`config.mk`:
```
export PLATFORM = sky130hd
export DESIGN_NAME = linear_pcm_resampler_flat
export DESIGN_NICKNAME = d
export VERILOG_FILES = /design/src/hw/rtl/lpr_pkg.sv /design/src/hw/rtl/lpr_if.sv /design/src/hw/rtl/lpr_cfg_regs.sv /design/src/hw/rtl/lpr_blend_unit.sv /design/src/hw/rtl/lpr_seq.sv /design/src/hw/rtl/linear_pcm_resampler.sv /design/src/flat_wrapper.sv
export SDC_FILE = /design/constraint.sdc
export NUM_CORES = 1
export LEC_CHECK = 0
export ABC_CLOCK_PERIOD_IN_PS = 7900
export BUFFER_PORTS_ARGS = -buffer_cell sky130_fd_sc_hd__buf_2
export CAP_MARGIN = 40
export CORE_MARGIN = 3
export CORE_UTILIZATION = 55
export DETAILED_ROUTE_END_ITERATION = 8
export GPL_ROUTABILITY_DRIVEN = 0
export PLACE_DENSITY = 0.71
export SLEW_MARGIN = 20
export SYNTH_ARGS = -nofsm -noshare
export SYNTH_HDL_FRONTEND = slang
export SYNTH_HIERARCHICAL = 1
export SYNTH_SLANG_ARGS = --single-unit
```
`constraint.sdc`:
```
create_clock -name clk_i -period 7.9 [get_ports clk_i]
set_input_delay 0 -clock clk_i [delete_from_list [all_inputs] [get_ports clk_i]]
set_output_delay 0 -clock clk_i [all_outputs]
set_load 0.02 [all_outputs]
```
`src/hw/rtl/lpr_pkg.sv`:
```
// Shared constants, types and state codes of the linear PCM resampler.
package lpr_pkg;

  localparam int unsigned PHASE_FRAC_BITS = 16;
  localparam int unsigned SAMPLE_W        = 16;
  localparam int unsigned STEP_W          = 18;
  localparam int unsigned COUNT_W         = 16;
  localparam int unsigned POS_W           = PHASE_FRAC_BITS + 3;
  localparam int unsigned WIDE_W          = (STEP_W > POS_W) ? STEP_W : POS_W;
  localparam int unsigned CFG_IDX_W       = 2;
  localparam int unsigned CFG_DATA_W      = STEP_W;

  localparam logic [CFG_IDX_W-1:0] CFG_BYPASS     = CFG_IDX_W'(0);
  localparam logic [CFG_IDX_W-1:0] CFG_PHASE_STEP = CFG_IDX_W'(1);

  localparam logic [POS_W-1:0] PH_ONE   = POS_W'(1) << PHASE_FRAC_BITS;
  localparam logic [POS_W-1:0] STEP_MIN = PH_ONE >> 3;
  localparam logic [POS_W-1:0] STEP_MAX = PH_ONE << 1;

  localparam logic [STEP_W-1:0] STEP_RESET = STEP_W'(PH_ONE);

  typedef struct packed {
    logic             bypass;
    logic [POS_W-1:0] step;
  } cfg_t;

  typedef struct packed {
    logic                       start;
    logic signed [SAMPLE_W-1:0] s0;
    logic signed [SAMPLE_W-1:0] s1;
    logic [PHASE_FRAC_BITS-1:0] frac;
  } blend_req_t;

  typedef enum logic [2:0] {
    ST_IDLE,
    ST_BYPASS,
    ST_CHECK,
    ST_PUSH,
    ST_EMIT,
    ST_FINISH
  } seq_state_e;

endpackage

```
`src/hw/rtl/lpr_if.sv`:
```
// Valid/ready stream interfaces for source samples and resampled results.
interface lpr_in_if;
  logic                                valid;
  logic                                ready;
  logic signed [lpr_pkg::SAMPLE_W-1:0] sample_in;
  logic                                chunk_end;

  modport source (output valid, output sample_in, output chunk_end, input ready);
  modport sink   (input valid, input sample_in, input chunk_end, output ready);
endinterface

interface lpr_out_if;
  logic                                valid;
  logic                                ready;
  logic signed [lpr_pkg::SAMPLE_W-1:0] sample_out;
  logic                                run_last;

  modport source (output valid, output sample_out, output run_last, input ready);
  modport sink   (input valid, input sample_out, input run_last, output ready);
endinterface

```
`src/hw/rtl/lpr_cfg_regs.sv`:
```
// Configuration registers and clamping of the phase step.
module lpr_cfg_regs (
  input  logic                             clk_i,
  input  logic                             rst_ni,
  input  logic                             we_i,
  input  logic [lpr_pkg::CFG_IDX_W-1:0]    idx_i,
  input  logic [lpr_pkg::CFG_DATA_W-1:0]   data_i,
  output lpr_pkg::cfg_t                    cfg_o
);

  logic                           bypass_q, bypass_d;
  logic [lpr_pkg::STEP_W-1:0]     step_q, step_d;
  logic [lpr_pkg::WIDE_W-1:0]     step_wide;

  always_comb begin
    bypass_d = bypass_q;
    step_d   = step_q;
    if (we_i) begin
      unique case (idx_i)
        lpr_pkg::CFG_BYPASS:     bypass_d = data_i[0];
        lpr_pkg::CFG_PHASE_STEP: step_d   = data_i[lpr_pkg::STEP_W-1:0];
        default: ;
      endcase
    end
  end

  always_ff @(posedge clk_i or negedge rst_ni) begin
    if (!rst_ni) begin
      bypass_q <= 1'b1;
      step_q   <= lpr_pkg::STEP_RESET;
    end else begin
      bypass_q <= bypass_d;
      step_q   <= step_d;
    end
  end

  always_comb begin
    step_wide = lpr_pkg::WIDE_W'(step_q);
    if (step_wide < lpr_pkg::WIDE_W'(lpr_pkg::STEP_MIN)) begin
      step_wide = lpr_pkg::WIDE_W'(lpr_pkg::STEP_MIN);
    end
    if (step_wide > lpr_pkg::WIDE_W'(lpr_pkg::STEP_MAX)) begin
      step_wide = lpr_pkg::WIDE_W'(lpr_pkg::STEP_MAX);
    end
    cfg_o.bypass = bypass_q;
    cfg_o.step   = step_wide[lpr_pkg::POS_W-1:0];
  end

endmodule

```
`src/hw/rtl/lpr_blend_unit.sv`:
```
// Shared blend unit: registered multiply, then add and truncation toward zero.
module lpr_blend_unit (
  input  logic                                clk_i,
  input  lpr_pkg::blend_req_t                 req_i,
  output logic signed [lpr_pkg::SAMPLE_W-1:0] value_o
);

  localparam int unsigned FRAC   = lpr_pkg::PHASE_FRAC_BITS;
  localparam int unsigned SW     = lpr_pkg::SAMPLE_W;
  localparam int unsigned PROD_W = SW + FRAC + 2;
  localparam int unsigned SUM_W  = PROD_W + 1;
  localparam int unsigned QUO_W  = SUM_W - FRAC;

  logic signed [SW:0]         diff;
  logic signed [FRAC:0]       frac_s;
  logic signed [PROD_W-1:0]   prod_d, prod_q;
  logic signed [SW-1:0]       s0_q;
  logic signed [SUM_W-1:0]    sum;
  logic [QUO_W-1:0]           quo;

  always_comb begin
    diff   = $signed({req_i.s1[SW-1], req_i.s1}) - $signed({req_i.s0[SW-1], req_i.s0});
    frac_s = $signed({1'b0, req_i.frac});
    prod_d = diff * frac_s;
  end

  always_ff @(posedge clk_i) begin
    if (req_i.start) begin
      prod_q <= prod_d;
      s0_q   <= req_i.s0;
    end
  end

  always_comb begin
    sum = $signed({{(SUM_W - SW - FRAC){s0_q[SW-1]}}, s0_q, {FRAC{1'b0}}})
        + $signed({prod_q[PROD_W-1], prod_q});
    quo = sum[SUM_W-1:FRAC];
    if (sum[SUM_W-1] && (sum[FRAC-1:0] != '0)) begin
      quo = quo + QUO_W'(1);
    end
    value_o = quo[SW-1:0];
  end

endmodule

```
`src/hw/rtl/lpr_seq.sv`:
```
// Sequencer: walks output positions, drives the blend unit, holds the result register.
module lpr_seq (
  input  logic                                clk_i,
  input  logic                                rst_ni,
  lpr_in_if.sink                              in_i,
  lpr_out_if.source                           out_o,
  input  lpr_pkg::cfg_t                       cfg_i,
  output lpr_pkg::blend_req_t                 blend_req_o,
  input  logic signed [lpr_pkg::SAMPLE_W-1:0] blend_value_i
);

  localparam int unsigned SW = lpr_pkg::SAMPLE_W;
  localparam int unsigned PW = lpr_pkg::POS_W;

  lpr_pkg::seq_state_e state_q, state_d;

  logic signed [SW-1:0]            x_q, x_d;
  logic                            last_q, last_d;
  logic [PW-1:0]                   pos_q, pos_d;
  logic signed [SW-1:0]            s0_q, s0_d;
  logic signed [SW-1:0]            pend_q, pend_d;
  logic                            pend_valid_q, pend_valid_d;
  logic                            more_q, more_d;
  logic                            out_valid_q, out_valid_d;
  logic signed [SW-1:0]            out_sample_q, out_sample_d;
  logic                            out_last_q, out_last_d;
  logic signed [SW-1:0]            prev_q, prev_d;
  logic                            have_prev_q, have_prev_d;
  logic [PW-1:0]                   phase_q, phase_d;
  logic [lpr_pkg::COUNT_W-1:0]     count_q, count_d;

  logic                            out_free;
  logic                            out_load;
  logic [PW:0]                     pos_ahead;
  logic                            emits;
  logic                            blend_start;

  assign out_free  = !out_valid_q || out_o.ready;
  assign pos_ahead = {1'b0, pos_q} + {1'b0, cfg_i.step};
  assign emits     = last_q ? (pos_ahead <= {1'b0, lpr_pkg::STEP_MAX})
                            : (pos_q < lpr_pkg::PH_ONE);

  always_comb begin
    state_d      = state_q;
    x_d          = x_q;
    last_d       = last_q;
    pos_d        = pos_q;
    s0_d         = s0_q;
    pend_d       = pend_q;
    pend_valid_d = pend_valid_q;
    more_d       = more_q;
    out_sample_d = out_sample_q;
    out_last_d   = out_last_q;
    prev_d       = prev_q;
    have_prev_d  = have_prev_q;
    phase_d      = phase_q;
    count_d      = count_q;
    out_load     = 1'b0;
    blend_start  = 1'b0;
    in_i.ready   = 1'b0;

    unique case (state_q)
      lpr_pkg::ST_IDLE: begin
        in_i.ready = 1'b1;
        if (in_i.valid) begin
          x_d          = in_i.sample_in;
          last_d       = in_i.chunk_end;
          pend_valid_d = 1'b0;
          pos_d        = have_prev_q ? phase_q : lpr_pkg::PH_ONE;
          s0_d         = have_prev_q ? prev_q : in_i.sample_in;
          state_d      = cfg_i.bypass ? lpr_pkg::ST_BYPASS : lpr_pkg::ST_CHECK;
        end
      end
      lpr_pkg::ST_BYPASS: begin
        if (out_free) begin
          out_load     = 1'b1;
          out_sample_d = x_q;
          out_last_d   = 1'b1;
          state_d      = lpr_pkg::ST_IDLE;
        end
      end
      lpr_pkg::ST_CHECK: begin
        more_d = emits;
        if (pend_valid_q) begin
          state_d = lpr_pkg::ST_PUSH;
        end else if (emits) begin
          blend_start = 1'b1;
          state_d     = lpr_pkg::ST_EMIT;
        end else begin
          state_d = lpr_pkg::ST_FINISH;
        end
      end
      lpr_pkg::ST_PUSH: begin
        if (out_free) begin
          out_load     = 1'b1;
          out_sample_d = pend_q;
          out_last_d   = !more_q;
          pend_valid_d = 1'b0;
          if (more_q) begin
            blend_start = 1'b1;
            state_d     = lpr_pkg::ST_EMIT;
          end else begin
            state_d = lpr_pkg::ST_FINISH;
          end
        end
      end
      lpr_pkg::ST_EMIT: begin
        pend_d       = (pos_q >= lpr_pkg::PH_ONE) ? x_q : blend_value_i;
        pend_valid_d = 1'b1;
        pos_d        = pos_ahead[PW-1:0];
        state_d      = lpr_pkg::ST_CHECK;
      end
      lpr_pkg::ST_FINISH: begin
        if (last_q) begin
          prev_d      = '0;
          phase_d     = '0;
          have_prev_d = 1'b0;
          count_d     = '0;
        end else begin
          prev_d      = x_q;
          phase_d     = pos_q - lpr_pkg::PH_ONE;
          have_prev_d = 1'b1;
          count_d     = count_q + lpr_pkg::COUNT_W'(1);
        end
        state_d = lpr_pkg::ST_IDLE;
      end
      default: state_d = lpr_pkg::ST_IDLE;
    endcase

    if (out_load) begin
      out_valid_d = 1'b1;
    end else if (out_o.ready) begin
      out_valid_d = 1'b0;
    end else begin
      out_valid_d = out_valid_q;
    end
  end

  always_ff @(posedge clk_i or negedge rst_ni) begin
    if (!rst_ni) begin
      state_q      <= lpr_pkg::ST_IDLE;
      pend_valid_q <= 1'b0;
      out_valid_q  <= 1'b0;
      prev_q       <= '0;
      have_prev_q  <= 1'b0;
      phase_q      <= '0;
      count_q      <= '0;
    end else begin
      state_q      <= state_d;
      pend_valid_q <= pend_valid_d;
      out_valid_q  <= out_valid_d;
      prev_q       <= prev_d;
      have_prev_q  <= have_prev_d;
      phase_q      <= phase_d;
      count_q      <= count_d;
    end
  end

  always_ff @(posedge clk_i) begin
    x_q          <= x_d;
    last_q       <= last_d;
    pos_q        <= pos_d;
    s0_q         <= s0_d;
    pend_q       <= pend_d;
    more_q       <= more_d;
    out_sample_q <= out_sample_d;
    out_last_q   <= out_last_d;
  end

  assign blend_req_o.start = blend_start;
  assign blend_req_o.s0    = s0_q;
  assign blend_req_o.s1    = x_q;
  assign blend_req_o.frac  = pos_q[lpr_pkg::PHASE_FRAC_BITS-1:0];

  assign out_o.valid      = out_valid_q;
  assign out_o.sample_out = out_sample_q;
  assign out_o.run_last   = out_last_q;

endmodule

```
`src/hw/rtl/linear_pcm_resampler.sv`:
```
// Top level of the linear PCM resampler.
//
//   channel  direction  payload                    handshake
//   in_i     sink       sample_in[15:0], chunk_end  valid/ready
//   out_o    source     sample_out[15:0], run_last  valid/ready
//   cfg      write      cfg_idx_i[1:0], cfg_data_i  cfg_we_i, no wait
//
// Bypass: one result per input. Resampling: k results per input (up to 16),
// the sequencer stepping one position at a time through the shared
// multiplier. Not ready while an input is in progress. A stalled output
// holds the sequencer before its next result.
// Reset clears the chunk state and loads bypass on with a step of one.
module linear_pcm_resampler (
  input  logic                            clk_i,
  input  logic                            rst_ni,
  lpr_in_if.sink                          in_i,
  lpr_out_if.source                       out_o,
  input  logic                            cfg_we_i,
  input  logic [lpr_pkg::CFG_IDX_W-1:0]   cfg_idx_i,
  input  logic [lpr_pkg::CFG_DATA_W-1:0]  cfg_data_i
);

  lpr_pkg::cfg_t                       cfg;
  lpr_pkg::blend_req_t                 blend_req;
  logic signed [lpr_pkg::SAMPLE_W-1:0] blend_value;

  lpr_cfg_regs u_cfg (
    .clk_i  (clk_i),
    .rst_ni (rst_ni),
    .we_i   (cfg_we_i),
    .idx_i  (cfg_idx_i),
    .data_i (cfg_data_i),
    .cfg_o  (cfg)
  );

  lpr_blend_unit u_blend (
    .clk_i   (clk_i),
    .req_i   (blend_req),
    .value_o (blend_value)
  );

  lpr_seq u_seq (
    .clk_i         (clk_i),
    .rst_ni        (rst_ni),
    .in_i          (in_i),
    .out_o         (out_o),
    .cfg_i         (cfg),
    .blend_req_o   (blend_req),
    .blend_value_i (blend_value)
  );

endmodule

```
`src/flat_wrapper.sv`:
```
// flat-port wrapper written by rule: the top's interface ports become plain ports
module linear_pcm_resampler_flat 
  (clk_i, rst_ni, cfg_we_i, cfg_idx_i, cfg_data_i, in_i_valid, in_i_sample_in, in_i_chunk_end, in_i_ready, out_o_valid, out_o_sample_out, out_o_run_last, out_o_ready);
  lpr_in_if in_i_i ();
  lpr_out_if out_o_i ();
  input  logic clk_i;
  input  logic rst_ni;
  input  logic cfg_we_i;
  input  logic [lpr_pkg::CFG_IDX_W-1:0] cfg_idx_i;
  input  logic [lpr_pkg::CFG_DATA_W-1:0] cfg_data_i;
  input wire logic [$bits(in_i_i.valid)-1:0] in_i_valid;
  input wire logic [$bits(in_i_i.sample_in)-1:0] in_i_sample_in;
  input wire logic [$bits(in_i_i.chunk_end)-1:0] in_i_chunk_end;
  output wire logic [$bits(in_i_i.ready)-1:0] in_i_ready;
  output wire logic [$bits(out_o_i.valid)-1:0] out_o_valid;
  output wire logic [$bits(out_o_i.sample_out)-1:0] out_o_sample_out;
  output wire logic [$bits(out_o_i.run_last)-1:0] out_o_run_last;
  input wire logic [$bits(out_o_i.ready)-1:0] out_o_ready;
  assign in_i_i.valid = in_i_valid;
  assign in_i_i.sample_in = in_i_sample_in;
  assign in_i_i.chunk_end = in_i_chunk_end;
  assign in_i_ready = in_i_i.ready;
  assign out_o_valid = out_o_i.valid;
  assign out_o_sample_out = out_o_i.sample_out;
  assign out_o_run_last = out_o_i.run_last;
  assign out_o_i.ready = out_o_ready;
  linear_pcm_resampler u_core (.clk_i(clk_i), .rst_ni(rst_ni), .in_i(in_i_i), .out_o(out_o_i), .cfg_we_i(cfg_we_i), .cfg_idx_i(cfg_idx_i), .cfg_data_i(cfg_data_i));
endmodule
```
# After elaboration in Yosys (flattened, before gate mapping)

Cells that the tools add are included.
Widths: inputs -> output; s select.

Register bits after elaboration: 196
Input port bits: 42

Add/subtract/negate cells: 5
Multiply operators: 1
$lt $le $gt $ge: 5
Eq/ne operators: 9
Multiplexer cells: 39
Reduce and logical (&&, ||, !) cells: 19

Operators by type and width:

| cell                   | count |
|---|---|
| $mux 16                | 6 |
| $mux 19                | 4 |
| $pmux 19 s2            | 1 |
| $add 32x34->35         | 1 |
| $mul 17x17->34         | 1 |
| $pmux 16 s2            | 1 |
| $add 19x19->20         | 1 |
| $le 20x18->1 const B   | 1 |
| $ge 19x17->1 const B   | 1 |
| $gt 19x18->1 const B   | 1 |
| $lt 19x17->1 const B   | 1 |
| $sub 19x17->19 const B | 1 |
| $lt 18x14->1 const B   | 1 |
| $mux 18                | 1 |
| $mux 1                 | 17 |
| $sub 16x16->17         | 1 |
| $add 16x1->16 const B  | 1 |
| $reduce_bool 16->1     | 1 |
| $pmux 3 s5             | 1 |
| $mux 3                 | 4 |
| $reduce_and 3->1       | 3 |
| $reduce_and 2->1       | 4 |
| $eq 3x2->1 const B     | 2 |
| $eq 3x3->1 const B     | 2 |
| other kinds (14)       | 20 |

# Longest topological paths before layout

Gate-level depths: netlist of the first run.

Word-level depth: 10
Depth in mapped cells: 35
Depth with buffers taken out: 33

# Cells and area by module

The synthesis of the first run kept the hierarchy.

Modules (own cells, without submodules):

| module         | times used | cells each | area an instance (um^2) | seq. area each (um^2) |
|---|---|---|---|---|
| lpr_blend_unit | 1          | 1569       | 14263.7                 | 1501.4 |
| lpr_seq        | 1          | 566        | 6547.5                  | 3608.5 |
| lpr_cfg_regs   | 1          | 66         | 953.4                   | 478.0 |

# Least setup slack after synthesis of the first run

OpenSTA, ideal clock, no wires.

Kind: register to register
From: register u_core.u_seq.x_q[0]
To: register u_core.u_blend.prod_q[32] (data pin)
Setup time: 0.277 ns
Arrival: 7.763 ns
Setup slack: -0.140 ns
Stages on the path, launching flop included: 31
Buffers on the path: 1
Clock period less this slack: 8.040 ns
Cells stage by stage: edfxtp_1 inv_1 ha_1 inv_1 fa_1 a21o_1 a21oi_1 nor2b_1 o211ai_1 a31oi_1 or4_1 nand3_1 buf_2 nand2_1 fa_1 fa_1 fa_1 inv_1 fa_1 fa_1 inv_1 fa_1 inv_1 ha_1 nand2_1 o21ai_1 and3b_1 or4_1 a31oi_1 o21a_1 o211ai_1

Longest elaborated chain between the ends: 2

RTL lines:

| what                          | RTL line             | text |
|---|---|---|
| start, declared               | lpr_seq.sv:17        | `logic signed [SW-1:0] x_q, x_d;` |
| start signal, assigned        | lpr_seq.sv:160       | `x_q <= x_d;` |
| $sub 16x16->17                | lpr_blend_unit.sv:22 | `diff = $signed({req_i.s1[SW-1], req_i.s1}) - $signed({req_i.s0[SW-1], req_i.s0});` |
| $mul 17x17->34                | lpr_blend_unit.sv:24 | `prod_d = diff * frac_s;` |
| via u_core.u_blend.prod_d[32] | lpr_blend_unit.sv:16 | `logic signed [PROD_W-1:0] prod_d, prod_q;` |
| end signal, assigned          | lpr_blend_unit.sv:29 | `prod_q <= prod_d;` |
| end, declared                 | lpr_blend_unit.sv:16 |  |

The timed path passes the listed nets, and every way through them passes these cells.
A chain may end at the register's enable or synchronous reset.

# Worst setup path in the final report of the first run

From: register u_core.u_seq.x_q[0]
To: register u_core.u_blend.prod_q[33] (data pin)

The elaborated chain is that of the path after synthesis.

==> summary.txt, run 1 <==
WL final -> 51700 um
Worst setup SP type -> flop
CP peak stage delay -> 0.55 ns
Root Buffer -> clkbuf_16
Total Routing Usage GR -> 25.3%
Worst Setup End Kind -> flop
Rel. slew slack -> 43.4%
core area -> 38800 um2
CP max-delay cell -> fa_1
Area Overhead vs Synth -> 16.0%
Yosys warning count -> 6
worst slew pin tran -> 0.850 ns
Hold Vio Cnt, Final -> 0
endpoints failing setup -> 0
Reg area -> 5590 um2
Final Max Tran Viols -> 0
Detail Route Antenna Nets -> 0
post-place setup slack -> -0.273 ns
H-tree lvl count -> 4
first-pass GRT wire length -> 84900 um
Most used DFF post-synth -> edfxtp_1
Initial Util -> 56.1%
vias post-DR -> 16.0k
drt first pass iters -> 5
Synth Net Count -> 2665
CTS tree -> built
clock sink count -> 196
Setup Crit Path Kind -> reg -> reg
post-synth top area cell -> fa_1
Data required, critical path -> 8.09 ns
worst-case hold slack -> 0.170 ns
utilization after layout -> 65.0%
# IOs -> 61
Max-Cap Viols -> 0
final net count -> 2839
RSZ-0062 raised after global routing -> true
largest net degree at the start of global routing -> 73
Hold Crit Class -> in -> reg
chip height -> 205 um
clock slew at reported path FFs -> 0.07 ns
area share of the largest cell type after synthesis -> 25.3%
number of synthesized register bits -> 196
asr flop ratio synth -> 30.6%
Rows -> 72
Skew-Pair Late Insertion Delay -> 0.45 ns
full die area -> 42000 um2
via/cell ratio -> 5.50
CP most frequent cell -> fa_1
Worst Path Max Fanout -> 8
DP HPWL -> 39700 um
final worst slack -> 0.161 ns
Yosys cell types -> 89
Clock Skews -> 0.0149 ns
DRT iter0 DRCs -> 991
clock tree buffer depth -> 2
detailed-route DRC error count -> 0
total CTS buffers -> 17
n_diodes -> 0
Post-synth EDFFs -> 136
number of buffers and inverters on the critical path -> 6
initial antenna violation count -> 1
CP delay by family, top -> adder cells
Arrival @ worst endpoint -> 7.93 ns
FF-to-FF setup slack -> 0.16 ns
post-layout minimum cycle time -> 7.74 ns
Fillers -> 3019
area of the multi-input gates -> 14800 um2
Post-Syn Area per Cell -> 9.89 um2
layout cells sized above 1 -> 19.9%
number of global-route vias before repair -> 17.0k
sequential share of the synthesized area -> 25.7%
PortBufs -> 60
synthesized instance count -> 2201
Mapped Area -> 21800 um2
outcome -> complete, no violations
Final Cycle Share -> 98.0%
Area contributors post-synth -> fa_1 (25%), edfxtp_1 (19%), ha_1 (8.5%), inv_1 (6.9%), dfrtp_1 (6.7%)
fmax -> 129 MHz
WL per Instance -> 17.8 um
die span in x -> 205 um
GRT overflow -> 0
==> logic make-up (layout without fill, tap and decap cells) <==
group	after synthesis	count (layout)	share of synthesized area, %
compound gates	272	272	8.49
xor+xnor	100	100	4.02
fa+ha+maj	422	422	33.7
buf+inv	498	684	9.21
flops	196	196	25.7
mux	70	70	3.81
other cells	1	1	0.0172
simple gates	642	643	15.0
==> state kept, by name (all words and copies together), names as in the netlist <==
signal,count
u_core/u_blend/s0_q,16
u_core/u_blend/prod_q,34
u_core/u_seq/more_q,1
u_core/u_seq/phase_q,19
u_core/u_seq/pend_valid_q,1
u_core/u_seq/out_o.sample_out,16
u_core/u_seq/state_q,3
u_core/u_seq/have_prev_q,1
u_core/u_cfg/bypass_q,1
u_core/u_seq/pos_q,19
u_core/u_seq/last_q,1
u_core/u_cfg/step_q,18
u_core/u_seq/pend_q,16
u_core/u_seq/s0_q,16
u_core/u_seq/x_q,16
u_core/u_seq/prev_q,16
u_core/u_seq/out_o.run_last,1
u_core/u_seq/out_o.valid,1
==> layout by cell type, fill, tap and decap left out, types with 11 or more instances in the layout <==
cell,count
inv_1,373
fa_1,264
nand2_1,249
edfxtp_1,136
ha_1,128
buf_4,119
and2_1,112
o21ai_0,70
xnor2_1,63
buf_2,60
nor2_1,58
mux2_2,58
dfrtp_1,58
a21oi_1,47
dlygate4sd3_1,40
nor2b_1,32
xor2_1,32
nand3_1,26
inv_2,25
nor3_1,24
a21o_1,18
ha_4,18
clkbuf_16,17
nor3b_1,17
nor4_1,16
and2_4,15
buf_6,15
o211ai_1,13
o21a_1,13
nand2b_1,12
a21oi_2,12
buf_8,11
nand4_1,11
fa_2,11
mux2_4,11
==> per-stage QoR <==
step	setup TNS [ns]	area, um2	instances
floorplan	-0.0251	21800	2201
global placement	-1.07	23300	2804
detailed placement	-1.87	23400	2811
CTS	-0.0155	24400	2883
global route	-1.50	25300	2906
finish	0	25300	2906
==> path summary, 6_finish.rpt <==
check,cells past startpoint,to,startpoint
setup reg to reg,30,u_core/u_blend/prod_q[33],u_core/u_seq/x_q[0]
max in group asynchronous,5,u_core/u_cfg/step_q[16],rst_ni
hold / removal,3,u_core/u_cfg/step_q[17],cfg_idx_i[0]
setup / recovery,30,u_core/u_blend/prod_q[33],u_core/u_seq/x_q[0]
hold reg to reg,0,u_core/u_blend/s0_q[9],u_core/u_seq/s0_q[9]
min in group asynchronous,4,u_core/u_seq/prev_q[1],rst_ni
==> layer usage <==
metal  track usage (%)  wire length (um)
met1              32.3             21400
met2              44.5             26700
met3              3.07              1970
met4              9.32              1660
met5                 0                26
==> synth_stat cells (all sizes together) (5+ instances only) <==
cell and number:
nand2b 12, or4 5, a21oi 63, clkbuf 62, dfrtp 58, o211ai 13, xor2 32, a21o 19
a31oi 11, ha 147, nand4 12, nor2 64, and3 11, mux2 69, a21boi 5, o21a 13
nor4b 5, nor2b 33, and2 127, nor4 17, xnor2 68, fa 275, o21ai 78, edfxtp 136
nand2 260, buf 38, nor3 25, o31ai 13, nor3b 17, inv 398, a211o 5, a211oi 10
a2111oi 7, nand3 31
==> repair_timing <==
item,in CTS,in global routing
setup endpoints to repair,12,16
hold endpoints to repair,114,3
buffers inserted,1,14
gates cloned,0,1
pin swaps,11,133
resized for setup,24,139
hold buffers,39,1
==> cell type report <==
cell class              instances  area share, %
clock inverters                14          0.476
flip-flops and latches        196           22.1
repair buffers                254           8.44
inverters                     398           5.92
multi-input cells            1508           58.8
well taps                     518           2.57
clock buffers                  18           1.70
==> worst min-delay path: cells and delay by family <==
family / cells / cell delay (ns)
simple gates: 1 / 0.25
mux: 1 / 0.21
buf+inv: 1 / 0.12
Power of run 1 is left out: the tool's default activity adds up to more than one toggle a clock period on the data nets, which glitch-free logic cannot reach.
==> run 2: changes to the inputs <==
--- a/config.mk
+++ b/config.mk
@@ -8,7 +8,7 @@
 export ABC_CLOCK_PERIOD_IN_PS = 7900
 export BUFFER_PORTS_ARGS = -buffer_cell sky130_fd_sc_hd__buf_2
 export CAP_MARGIN = 40
-export CORE_MARGIN = 3
+export CORE_MARGIN = 4
 export CORE_UTILIZATION = 55
 export DETAILED_ROUTE_END_ITERATION = 8
 export GPL_ROUTABILITY_DRIVEN = 0
==> run 2 against run 1 <==
Core utilization is 0.34 points lower. First-iteration DRC count increased by 9.6%. Sequential share of layout area is 0.066 points higher. Register-to-register slack worse by 0.13 ns. Global-route usage decreased by 0.47 points. Die area up 2.0%.
==> summary.txt, run 2 (synthesized netlist as in run 1, its figures left out) <==
Total Routing Usage GR -> 24.8%
WL per Instance -> 17.8 um
Max-Cap Viols -> 0
post-layout minimum cycle time -> 7.87 ns
full die area -> 42800 um2
endpoints failing setup -> 0
final net count -> 2845
most frequent cells in the layout -> inv_1 (370), fa_1 (266), nand2_1 (250), edfxtp_1 (136), ha_1 (132)
Worst setup SP type -> flop
RSZ-0062 raised after global routing -> true
Clock Skews -> 0.0126 ns
n_diodes -> 0
utilization after layout -> 64.7%
PortBufs -> 60
Area Overhead vs Synth -> 15.7%
Setup Crit Path Kind -> reg -> reg
total CTS buffers -> 17
H-tree lvl count -> 4
Reg area -> 5590 um2
WL final -> 51900 um
Fillers -> 3085
vias post-DR -> 16.1k
first-pass GRT wire length -> 84800 um
layout cells sized above 1 -> 19.6%
number of global-route vias before repair -> 17.1k
Worst Path Max Fanout -> 5
DP HPWL -> 39900 um
outcome -> complete, no violations
CP most frequent cell -> fa_1
drt first pass iters -> 5
CP peak stage delay -> 0.56 ns
Rel. slew slack -> 44.6%
Arrival @ worst endpoint -> 8.06 ns
die span in x -> 207 um
chip height -> 207 um
Rows -> 72
fmax -> 127 MHz
Final Max Tran Viols -> 0
Detail Route Antenna Nets -> 0
commonest non-fill, non-tap cell in the layout -> inv_1
Initial Util -> 55.9%
CTS tree -> built
largest net degree at the start of global routing -> 73
DRT iter0 DRCs -> 1086
Hold Crit Class -> in -> async
initial antenna violation count -> 0
clock slew at reported path FFs -> 0.07 ns
Top Registers -> u_core/u_blend/prod_q (34), u_core/u_seq/phase_q (19), u_core/u_seq/pos_q (19)
Largest Register -> u_core/u_blend/prod_q
detailed-route DRC error count -> 0
Hold Vio Cnt, Final -> 0
clock sink count -> 196
Worst Setup End Kind -> flop
max reg flops -> 34
Root Buffer -> clkbuf_16
via/cell ratio -> 5.54
CP max-delay cell -> fa_1
# IOs -> 61
worst slew pin tran -> 0.831 ns
area of the multi-input gates -> 14700 um2
core area -> 38900 um2
Data required, critical path -> 8.09 ns
GRT overflow -> 0
Sum Neg Setup Slack -> 0 ns
Final Cycle Share -> 99.7%
clock tree buffer depth -> 2
final worst slack -> 0.0264 ns
Skew-Pair Late Insertion Delay -> 0.45 ns
post-place setup slack -> -0.401 ns
run 2: cell type report:
type                            instances  share of cell area [%]
Multi-Input combinational cell       1507                    58.5
Sequential cell                       196                    22.2
Timing Repair Buffer                  261                    8.65
Inverter                              398                    5.93
Tap cell                              518                    2.57
Clock buffer                           20                    1.77
Clock inverter                         12                   0.383
run 2: through the flow:
stage / cells / hold WS [ns] / area (um2)
after floorplan: 2201 / -0.296 / 21800
after global placement: 2809 / 0.185 / 23300
after detailed placement: 2817 / 0.184 / 23500
after CTS: 2889 / 0.143 / 24500
after global routing: 2912 / 0.0731 / 25200
final: 2912 / 0.0515 / 25200
run 2: repair_timing:
action	in CTS	in global routing
buffers inserted	0	17
resized for setup	30	110
endpoints found under the setup margin	13	14
hold endpoints to repair	114	0
pin swaps	22	86
hold buffers	40	0
run 2: path summary, 6_finish.rpt:
path / end / cells past startpoint / startpoint / slack, ns
setup reg to reg: u_core/u_blend/prod_q[33] / 31 / u_core/u_seq/x_q[0] / 0.03
hold / removal: u_core/u_cfg/step_q[14] / 3 / rst_ni / 0.05
min in group clk_i: u_core/u_cfg/step_q[0] / 3 / cfg_idx_i[0] / 0.16
hold reg to reg: u_core/u_blend/s0_q[9] / 0 / u_core/u_seq/s0_q[9] / 0.47
setup / recovery: u_core/u_blend/prod_q[33] / 31 / u_core/u_seq/x_q[0] / 0.03
max in group asynchronous: u_core/u_cfg/bypass_q / 4 / rst_ni / 7.29
run 2: metal layers:
metal	vias to the layer above	share of wire [%]	GRT usage [%]
li1	7445	-	-
met1	8126	41	31.2
met2	435	53	44.8
met3	114	3.7	3.16
met4	0	3.0	8.05
met5	-	0	0
run 2: worst max-delay path: cells and delay by family (launching register included):
kind            cells  cell delay [ns]
flops               1             0.41
buf+inv             8             0.61
simple gates        7             1.57
compound gates      6             1.07
fa+ha+maj           9             3.83
xor+xnor            1             0.13
Power of run 2 is left out for the same reason.
